===== src/hw/rtl/ges_ram.sv =====
// Generic single-clock RAM, one write and one read port, registered read.
// No dependencies.
module ges_ram #(
  parameter int WIDTH = 8,
  parameter int DEPTH = 16
) (
  input  logic                     clk,
  input  logic                     we,
  input  logic [$clog2(DEPTH)-1:0] waddr,
  input  logic [WIDTH-1:0]         wdata,
  input  logic [$clog2(DEPTH)-1:0] raddr,
  output logic [WIDTH-1:0]         rdata
);
  logic [WIDTH-1:0] mem [DEPTH];

  always_ff @(posedge clk) begin
    if (we) begin
      mem[waddr] <= wdata;
    end
    rdata <= mem[raddr];
  end
endmodule


===== config.mk =====
export PLATFORM = sky130hd
export DESIGN_NAME = ges_ram
export DESIGN_NICKNAME = d
export VERILOG_FILES = /design/src/hw/rtl/ges_ram.sv
export SDC_FILE = /design/constraint.sdc
export NUM_CORES = 1
export LEC_CHECK = 0
export BUFFER_PORTS_ARGS = -buffer_cell sky130_fd_sc_hd__buf_2
export CAP_MARGIN = 10
export CELL_PAD_IN_SITES_DETAIL_PLACEMENT = 2
export CELL_PAD_IN_SITES_GLOBAL_PLACEMENT = 2
export CORE_MARGIN = 2
export CORE_UTILIZATION = 30
export CTS_CLUSTER_SIZE = 30
export DETAILED_ROUTE_END_ITERATION = 8
export PLACE_DENSITY_LB_ADDON = 0.05
export SLEW_MARGIN = 20
export SYNTH_ARGS = -nofsm -noshare
export SYNTH_HDL_FRONTEND = slang
export SYNTH_SLANG_ARGS = --single-unit

===== constraint.sdc =====
create_clock -name clk -period 1.6 [get_ports clk]
set_input_delay 0 -clock clk [delete_from_list [all_inputs] [get_ports clk]]
set_output_delay 0 -clock clk [all_outputs]
set_load 0.03 [all_outputs]

==> summary.md, run 1 <==
| Metric | Value |
|---|---|
| Pleak | 2.09 nW |
| Ant. Diodes | 0 |
| CP Max Fanout | 1 |
| Setup violations, final | 0 |
| CP Launch Type | register |
| Initial Utilization | 30.8% |
| RePlAce Congestion | 0.671 |
| R2r worst-path depth | 3 |
| Final nets | 310 |
| Drt drc | 0 |
| Total power | 0.00773 W |
| Min-delay src | waddr[1] |
| FF/Latch Area | 0.00400 mm^2 |
| DP Worst Slack | 0.153 ns |
| Multi-input logic area | 0.00106 mm^2 |
| WP data arrival | 1.66 ns |
| Worst r2r src | mem[2][6] |
| Period minus WS final | 1.38 ns |
| Via count | 2458 |
| Syn Area/Cell | 22.5 um^2 |
| Routed vias/inst | 4.68 |
| CP required | 1.89 ns |
| DIE AREA | 0.0182 mm^2 |
| Utilization after layout | 37.2% |
| Initial antenna violation count | 0 |
| Commonest non-fill, non-tap cell in the layout | edfxtp_1 |
| Average wire per standard cell | 22.0 um |
| Max VDD drop | 702 uV |
| Deepest clock path buffer count | 2 |
| Pwr/cell area | 1240 mW/mm^2 |
| Die width | 135 um |
| Worst-skew pair later-pin latency | 0.41 ns |
| Share of layout cells above drive strength 1 | 29.2% |
| Flop2flop setup slack | 0.22 ns |
| Total GRT Usage | 14.0% |
| Slew margin rel. | 42.3% |
| Final setup TNS | 0 ns |
| CP Class | reg2reg |
| Routed WL | 11500 um |
| Worst-path clk slew | 0.06 ns |
| CTS tree | yes |
| PortBufs | 25 |
| Setup repair after global routing missed its margin | no |
| Clk sinks | 136 |
| Clk_skew | 0.00608 ns |
| Overflow after GRT | 0 |
| IO Pins | 26 |
| Post-CTS Resized | 0 |
| Worst Hold End | mem[12][4] |
| Worst reg2reg path endpoint | rdata[6] |
| First-pass GRT wire length | 17700 um |
| Initial DRC Count | 178 |
| Mapped Area | 0.00515 mm^2 |
| Core area | 0.0167 mm^2 |
| Yosys reg bits | 136 |
| Root Buffer | clkbuf_16 |
| Worst slew pin tran | 0.863 ns |
| Hold Path Stages | 3 |
| Vias in the first global route | 2784 |
| Net Count, Synth | 247 |
| First-pass DRT Iterations | 4 |
| Register area share after synthesis | 77.8% |
| Period utilization | 86.0% |
| Fmax | 726 MHz |
| Synth warn | 0 |
| Final WS setup | 0.224 ns |
| H-Tree Depth | 4 |
| Commonest non-fill, non-tap cells in the layout | 128 x edfxtp_1, 25 x buf_2, 19 x buf_4, 18 x mux4_2, 17 x clkbuf_16 |
| Hpwl dp | 7720 um |
| Status | complete, no violations |
| Min-delay worst type | in2reg |
| Synth unique cells | 19 |
| Fillers | 1638 |
| MaxCap Viol Count | 0 |
| Die Y-Extent | 135 um |
| Final hold vios | 0 |
| Synth Instances | 229 |
| Post-route ant nets | 0 |
| Num CTS Buffers | 17 |
| Area Growth Syn to Fin | 20.8% |
| Largest net degree at the start of global routing | 18 |
| Row Count | 47 |
| Final Max Tran Viols | 0 |
| Crit end category | register |
-- flip-flops by register name (all words and copies together) (netlist names) --
signal	count
mem	128
rdata	8
-- Yosys cell counts --
cell type | number | share of area [%]
edfxtp_1 | 128 | 75
mux4_2 | 18 | 7.9
a22oi_1 | 16 | 2.3
mux4_1 | 14 | 7.1
nor2_1 | 13 | 0.95
nand2_1 | 9 | 0.66
dfxtp_1 | 8 | 3.1
nor3_1 | 4 | 0.39
buf_2 | 3 | 0.29
buf_6 | 3 | 0.66
clkdlybuf4s25_2 | 3 | 0.58
nand2b_1 | 2 | 0.24
nand3b_1 | 2 | 0.29
and2_1 | 1 | 0.12
and2b_1 | 1 | 0.15
buf_4 | 1 | 0.15
nand3_1 | 1 | 0.097
nor2b_1 | 1 | 0.12
or3b_2 | 1 | 0.17
-- per-stage QoR --
stage | instance area [um^2] | instances | hold WS (ns)
after floorplan | 5150 | 229 | 0.0989
after global placement | 5640 | 485 | 0.401
after detailed placement | 5640 | 485 | 0.410
after CTS | 6220 | 525 | 0.152
after global routing | 6220 | 525 | 0.186
final | 6220 | 525 | 0.160
-- worst max-delay path: stages (launching register included) --
cell and delay (ns):
edfxtp_1 0.36, mux4_2 0.47, a22oi_1 0.33, nand2_1 0.09
-- layout make-up --
cell class	count	share of cell area, %
clock buffer	18	6.90
clock inverter	14	1.07
multi-input combinational	83	17.0
sequential	136	64.4
tap	220	4.43
timing repair buffer	54	6.24
-- layer usage --
layer | vias to the layer above | global-route usage [%] | part of all wire [%]
met1 | 1303 | 18.4 | 47
met3 | 11 | 4.02 | 3.1
met4 | 0 | 4.80 | 1.4
met2 | 40 | 22.4 | 49
met5 | - | 0 | 0
li1 | 1104 | - | -
-- cells by family (layout without fill, tap and decap cells) --
family                 count (synthesis)  count (layout)  share of synthesized area (%)
DFF                                  136             136                           77.8
and+or+nand+nor                       35              35                           3.18
muxes                                 32              32                           15.0
AOI/OAI and AO/OA                     16              16                           2.33
buffers and inverters                 10              86                           1.68
-- worst max-delay path by stage --
stage                    from   endpoint  slack, ns  depth (start not counted)
finish              mem[2][6]   rdata[6]       0.22                          3
global placement     raddr[0]   rdata[6]       0.17                          5
CTS                 mem[3][6]   rdata[6]       0.20                          3
floorplan            waddr[2]  mem[0][0]       0.11                          2
detailed placement   raddr[0]   rdata[6]       0.15                          5
global route        mem[0][6]   rdata[6]       0.14                          3
-- power breakdown --
| group | leakage (nW) | total, W | internal, W | switching, W |
|---|---|---|---|---|
| Clock | 0.241 | 0.00328 | 0.00192 | 0.00136 |
| Combinational | 0.623 | 0.000436 | 0.000177 | 0.000259 |
| Sequential | 1.22 | 0.00401 | 0.00398 | 0.0000277 |
-- timing repair --
item,4_1_cts,5_1_grt
buffers inserted,0,0
hold endpoints to repair,124,0
hold buffers,8,0
(Power assumes the default switching activity.)
==> inputs of run 2 (changes only) <==
--- a/config.mk
+++ b/config.mk
@@ -10,7 +10,7 @@
 export CELL_PAD_IN_SITES_DETAIL_PLACEMENT = 2
 export CELL_PAD_IN_SITES_GLOBAL_PLACEMENT = 2
 export CORE_MARGIN = 2
-export CORE_UTILIZATION = 30
+export CORE_UTILIZATION = 48
 export CTS_CLUSTER_SIZE = 30
 export DETAILED_ROUTE_END_ITERATION = 8
 export PLACE_DENSITY_LB_ADDON = 0.05
==> run 2 against run 1 <==
Against the previous run: die area fell by 37%; sequential cell count stayed put; worst hold slack worse by 0.10 ns; non-clock buffer count is 2 higher; highest routed layer unchanged; critical path type unchanged; sequential share of layout area shrank 0.56 points.
==> summary.md, run 2 (same netlist as run 1, synthesis figures left out) <==
| Metric | Value |
|---|---|
| Status | complete, no violations |
| Num CTS Buffers | 17 (unchanged) |
| Pleak | 2.15 nW (+3.1%) |
| Post-route cell area | 0.00627 mm^2 (+0.89%) |
| Final hold vios | 0 (unchanged) |
| MaxCap Viol Count | 0 (unchanged) |
| CP Class | reg2reg |
| Pwr/cell area | 1380 mW/mm^2 (+11%) |
| Initial antenna violation count | 0 (unchanged) |
| Global route hottest layer | met2 |
| IO Pins | 26 (unchanged) |
| Post-CTS Resized | 0 (unchanged) |
| CTS tree | yes |
| Slew margin rel. | 64.4% (+22 points) |
| Via count | 2595 (+5.6%) |
| Total power | 0.00866 W (+12%) |
| Biggest regs | mem x128, rdata x8 |
| Routed vias/inst | 5.86 (+25%) |
| Routed WL | 13800 um (+19%) |
| Reg with most FFs | mem |
| Area Growth Syn to Fin | 21.9% |
| Worst slew pin tran | 0.533 ns (-0.330 ns) |
| CP required | 1.98 ns (+0.09 ns) |
| Max VDD drop | 768 uV (+9.5%) |
| Share of layout cells above drive strength 1 | 31.3% (+2.1 points) |
| Root Buffer | clkbuf_8 |
| Deepest clock path buffer count | 2 (unchanged) |
| Initial Utilization | 49.6% (+19 points) |
| RePlAce Congestion | 0.729 (+8.6%) |
| Commonest non-fill, non-tap cells in the layout | 128 x edfxtp_1, 25 x buf_2, 20 x buf_4, 18 x mux4_2 |
| Setup violations, final | 0 (unchanged) |
| Drt drc | 0 (unchanged) |
| Period minus WS final | 1.48 ns (+0.103 ns) |
| Final Max Tran Viols | 0 (unchanged) |
| Final WS setup | 0.121 ns (-0.103 ns) |
| Clk sinks | 136 (unchanged) |
| CP Launch Type | register |
| Initial DRC Count | 169 (-5.1%) |
| H-Tree Depth | 4 (unchanged) |
| Worst-skew pair later-pin latency | 0.51 ns (+0.10 ns) |
| Post-DP Area | 0.00557 mm^2 (-1.4%) |
| Period utilization | 92.4% (+6.4 points) |
| Die width | 108 um (-20%) |
| Vias in the first global route | 2926 (+5.1%) |
| Final setup TNS | 0 ns (unchanged) |
| Total GRT Usage | 26.5% (+12 points) |
| Clk_skew | 0.00758 ns (+0.00151 ns) |
| Crit end category | register |
| Hpwl dp | 8230 um (+6.7%) |
| Final nets | 312 (+0.65%) |
| WP data arrival | 1.86 ns (+0.20 ns) |
| DP Worst Slack | 0.0623 ns (-0.0905 ns) |
| Overflow after GRT | 0 (unchanged) |
| Average wire per standard cell | 31.0 um (+41%) |
| Met3 Use GR | 6.17% (+2.2 points) |
| Core area | 0.0104 mm^2 (-38%) |
| Row Count | 37 (-21%) |
| Max FFs per register | 128 (unchanged) |
| Met2 usage | 43.8% (+21 points) |
| Commonest non-fill, non-tap cell in the layout | edfxtp_1 |
| First-pass DRT Iterations | 4 (unchanged) |
| Fmax | 676 MHz (-6.9%) |
| Min-delay worst type | in2reg |
| PortBufs | 25 (unchanged) |
| CP Max Fanout | 1 (unchanged) |
| Ant. Diodes | 0 (unchanged) |
| Post-route ant nets | 0 (unchanged) |
| GRT met1 Usage | 35.1% (+17 points) |
| Setup repair after global routing missed its margin | no |
| DIE AREA | 0.0116 mm^2 (-37%) |
| Die Y-Extent | 108 um (-20%) |
| Worst-path clk slew | 0.06 ns (about the same) |
| Largest net degree at the start of global routing | 33 (+15) |
| First-pass GRT wire length | 20300 um (+15%) |
| Flop2flop setup slack | 0.12 ns (-0.10 ns) |
run 2: worst paths after layout:
| check | depth (start not counted) | from | to |
|---|---|---|---|
| min | 4 | raddr[2] | rdata[0] |
| min reg2reg | 3 | mem[13][1] | rdata[1] |
| max reg2reg | 3 | mem[15][7] | rdata[7] |
| max | 3 | mem[15][7] | rdata[7] |
run 2: final cells by class:
class | count | area, um^2
clock buffer | 20 | 425
multi-input combinational | 83 | 1060
clock inverter | 12 | 203
sequential | 136 | 4000
timing repair buffer | 56 | 415
fill | 840 | 4100
tap | 136 | 170
run 2: repair_timing:
action                                 in CTS  in global routing
setup endpoints to repair                   0                  0
setup buffers                               0                  0
endpoints found under the hold margin     128                  0
hold buffers                                8                  0
run 2: per-stage QoR:
step | hold WS, ns | cells | utilization, %
6_report | 0.0574 | 443 | 60.5
5_1_grt | 0.0690 | 443 | 60.5
4_1_cts | 0.0436 | 443 | 60.5
3_5_place_dp | 0.406 | 403 | 53.7
3_3_place_gp | 0.384 | 403 | 53.7
2_1_floorplan | 0.0989 | 229 | -
run 2: layer usage:
layer,up-vias,wire length (um)
met5,-,0
met4,0,88
met3,6,838
met2,106,7250
met1,1381,5570
li1,1102,-
run 2: critical path: stages, from the launching register on:
cell	delay [ns]
edfxtp_1	0.43
mux4_2	0.52
a22oi_1	0.32
nand2_1	0.08
run 2: power breakdown:
part | total (W) | switching [W] | internal [W] | leakage, nW
combinational | 0.000463 | 0.000280 | 0.000182 | 0.639
sequential | 0.00402 | 0.0000379 | 0.00398 | 1.22
clock | 0.00417 | 0.00148 | 0.00269 | 0.291
==> inputs of run 3 (changes only) <==
--- a/config.mk
+++ b/config.mk
@@ -7,13 +7,13 @@
 export LEC_CHECK = 0
 export BUFFER_PORTS_ARGS = -buffer_cell sky130_fd_sc_hd__buf_2
 export CAP_MARGIN = 10
-export CELL_PAD_IN_SITES_DETAIL_PLACEMENT = 2
-export CELL_PAD_IN_SITES_GLOBAL_PLACEMENT = 2
 export CORE_MARGIN = 2
-export CORE_UTILIZATION = 48
+export CORE_UTILIZATION = 50
 export CTS_CLUSTER_SIZE = 30
 export DETAILED_ROUTE_END_ITERATION = 8
+export MAX_ROUTING_LAYER = met4
 export PLACE_DENSITY_LB_ADDON = 0.05
+export REMOVE_ABC_BUFFERS = 1
 export SLEW_MARGIN = 20
 export SYNTH_ARGS = -nofsm -noshare
 export SYNTH_HDL_FRONTEND = slang
==> run 3 against run 2 <==
Against the previous run: sequential cell count unchanged; via count decreased by 5.2%; final cell count decreased by 0.45%; critical path depth unchanged; critical path type unchanged; worst hold slack about the same; highest routed layer unchanged.
==> summary.md, run 3 (same netlist as run 1, synthesis figures left out) <==
| Metric | Value |
|---|---|
| Row Count | 37 (unchanged) |
| Multi-input logic area | 0.00106 mm^2 (unchanged) |
| Slew margin rel. | 68.0% (+3.6 points) |
| Routed WL | 9510 um (-31%) |
| Total GRT Usage | 19.5% (-6.9 points) |
| Internal | 0.00666 W (-2.9%) |
| First-pass GRT wire length | 14800 um (-27%) |
| Worst Hold End | mem[0][7] |
| Final nets | 310 (-0.64%) |
| Biggest regs | mem x128, rdata x8 |
| Drt drc | 0 (unchanged) |
| Clk_skew | 0.00578 ns (-0.00180 ns) |
| Period minus WS final | 1.33 ns (-0.152 ns) |
| PortBufs | 25 (unchanged) |
| Share of layout cells above drive strength 1 | 31.1% (-0.12 points) |
| Sequential power share | 48.3% (+1.8 points) |
| Worst slew pin tran | 0.479 ns (-0.0534 ns) |
| CP Launch Type | register |
| DIE AREA | 0.0111 mm^2 (-3.8%) |
| WP data arrival | 1.71 ns (-0.15 ns) |
| First-pass DRT Iterations | 4 (unchanged) |
| Routed vias/inst | 5.58 (-4.8%) |
| Post-route cell area | 0.00624 mm^2 (-0.60%) |
| Worst-path clk slew | 0.06 ns (about the same) |
| Initial Utilization | 50.8% (+1.1 points) |
| Total setup buffers inserted after CTS | 0 (unchanged) |
| FF/Latch Area | 0.00400 mm^2 (unchanged) |
| Max FFs per register | 128 (unchanged) |
| Commonest non-fill, non-tap cell in the layout | edfxtp_1 |
| Worst path cell trace | mux4_1, a22oi_1, nand2_1 |
| Max VDD drop | 775 uV (+0.93%) |
| Average wire per standard cell | 21.6 um (-31%) |
| Min-delay src | waddr[0] |
| Min-delay worst type | in2reg |
| Ant. Diodes | 0 (unchanged) |
| Hold WS | 0.0577 ns (+0.000346 ns) |
| Reg with most FFs | mem |
| Overflow after GRT | 0 (unchanged) |
| CP bufs+invs | 0 (unchanged) |
| Post-CTS Resized | 0 (unchanged) |
| Via count | 2459 (-5.2%) |
| Period utilization | 83.0% (-9.5 points) |
| Combinational Power Share | 5.2% (about the same) |
| Core area | 0.0101 mm^2 (-2.2%) |
| IO Pins | 26 (unchanged) |
| CP Max Fanout | 1 (unchanged) |
| Flop2flop setup slack | 0.27 ns (+0.15 ns) |
| CTS tree | yes |
| Num CTS Buffers | 17 (unchanged) |
| Delay-heaviest family, CP | multiplexers |
| CTS Hold Bufs | 8 (unchanged) |
| Commonest non-fill, non-tap cells in the layout | 128 x edfxtp_1, 25 x buf_2, 18 x mux4_2, 18 x buf_4 |
| Setup violations, final | 0 (unchanged) |
| Sw power | 0.00164 W (-8.9%) |
| Final Max Tran Viols | 0 (unchanged) |
| Crit end category | register |
| Deepest clock path buffer count | 2 (unchanged) |
| Critical Path Max Stage Delay | 0.53 ns (about the same) |
| H-Tree Depth | 4 (unchanged) |
| Root Buffer | clkbuf_8 |
| Initial antenna violation count | 0 (unchanged) |
| Die Y-Extent | 105 um (-1.9%) |
| Worst-skew pair later-pin latency | 0.50 ns (about the same) |
| Power share of the clock group | 46.5% (-1.7 points) |
| Slowest-stage cell, CP | mux4_1 |
| Vias in the first global route | 2611 (-11%) |
| Pwr/cell area | 1330 mW/mm^2 (-3.6%) |
| Setup repair after global routing missed its margin | no |
| Worst r2r src | mem[9][1] |
| Fmax | 753 MHz (+11%) |
| Area Growth Syn to Fin | 21.2% |
| Largest net degree at the start of global routing | 33 (unchanged) |
| MaxCap Viol Count | 0 (unchanged) |
| Worst reg2reg path endpoint | rdata[1] |
| Fillers | 720 (-14%) |
| Post-DP Area | 0.00555 mm^2 (-0.27%) |
| RePlAce Congestion | 0.696 (-4.5%) |
| Hold Path Stages | 3 (-1) |
| Post-route ant nets | 0 (unchanged) |
| Switching share of power | 19.8% (-1.0 points) |
| Initial DRC Count | 118 (-30%) |
| Final setup TNS | 0 ns (unchanged) |
| CP required | 1.98 ns (about the same) |
| Clk sinks | 136 (unchanged) |
| R2r worst-path depth | 3 (unchanged) |
| Status | complete, no violations |
| Pleak | 2.15 nW (-0.28%) |
| CP Class | reg2reg |
| Die width | 105 um (-1.9%) |
| Hpwl dp | 5790 um (-30%) |
| Final hold vios | 0 (unchanged) |
[run 3: changes by cell type in the layout (fill, tap and decap cells not counted), sizes merged]
| cell | delta |
|---|---|
| buf | -2 |
| bufinv | -2 |
| clkinv | +4 |
| clkbuf | +1 |
| clkinvlp | -3 |
[run 3: worst max-delay path by stage]
stage / start / slack, ns / endpoint / cells after the start
CTS: mem[9][1] / 0.24 / rdata[1] / 3
floorplan: waddr[2] / 0.11 / mem[0][0] / 2
global placement: raddr[0] / 0.17 / rdata[3] / 5
detailed placement: raddr[0] / 0.15 / rdata[5] / 5
finish: mem[9][1] / 0.27 / rdata[1] / 3
global route: mem[9][1] / 0.16 / rdata[1] / 3
[run 3: metal layers]
layer  routed length, um  global-route usage [%]  share of wire [%]  up-vias
li1                    -                       -                  -     1096
met2                4730                    29.3                 50       42
met5                   0                       -                  0        -
met1                4450                    26.7                 47     1314
met3                 233                    4.27                2.5        7
met4                  93                    7.43               0.98        0
[run 3: worst register-to-register path, cell delays in order (launching register included)]
cell	delay, ns
edfxtp_1	0.37
mux4_1	0.53
a22oi_1	0.24
nand2_1	0.07
[run 3: through the flow]
step                std cells  setup WS, ns  utilization (%)  power, W
global placement          401         0.172             54.8   0.00449
finish                    441         0.273             61.5   0.00830
detailed placement        401         0.154             54.8   0.00450
CTS                       441         0.239             61.5   0.00837
floorplan                 219         0.107                -   0.00428
global route              441         0.162             61.5   0.00857
[run 3: power groups by stage]
| stage | combinational (W) | sequential, W | clock [W] |
|---|---|---|---|
| final | 0.000431 | 0.00401 | 0.00386 |
| after global routing | 0.000467 | 0.00401 | 0.00409 |
| after CTS | 0.000438 | 0.00401 | 0.00393 |
| after detailed placement | 0.000422 | 0.00408 | 0 |
| after global placement | 0.000417 | 0.00408 | 0 |
| after floorplan | 0.000160 | 0.00412 | 0 |
[run 3: final cells by class]
type | instances | area share [%]
well taps | 136 | 2.73
clock buffers | 21 | 7.36
multi-input cells | 83 | 17.0
clock inverters | 11 | 2.35
flip-flops and latches | 136 | 64.2
repair buffers | 54 | 6.42
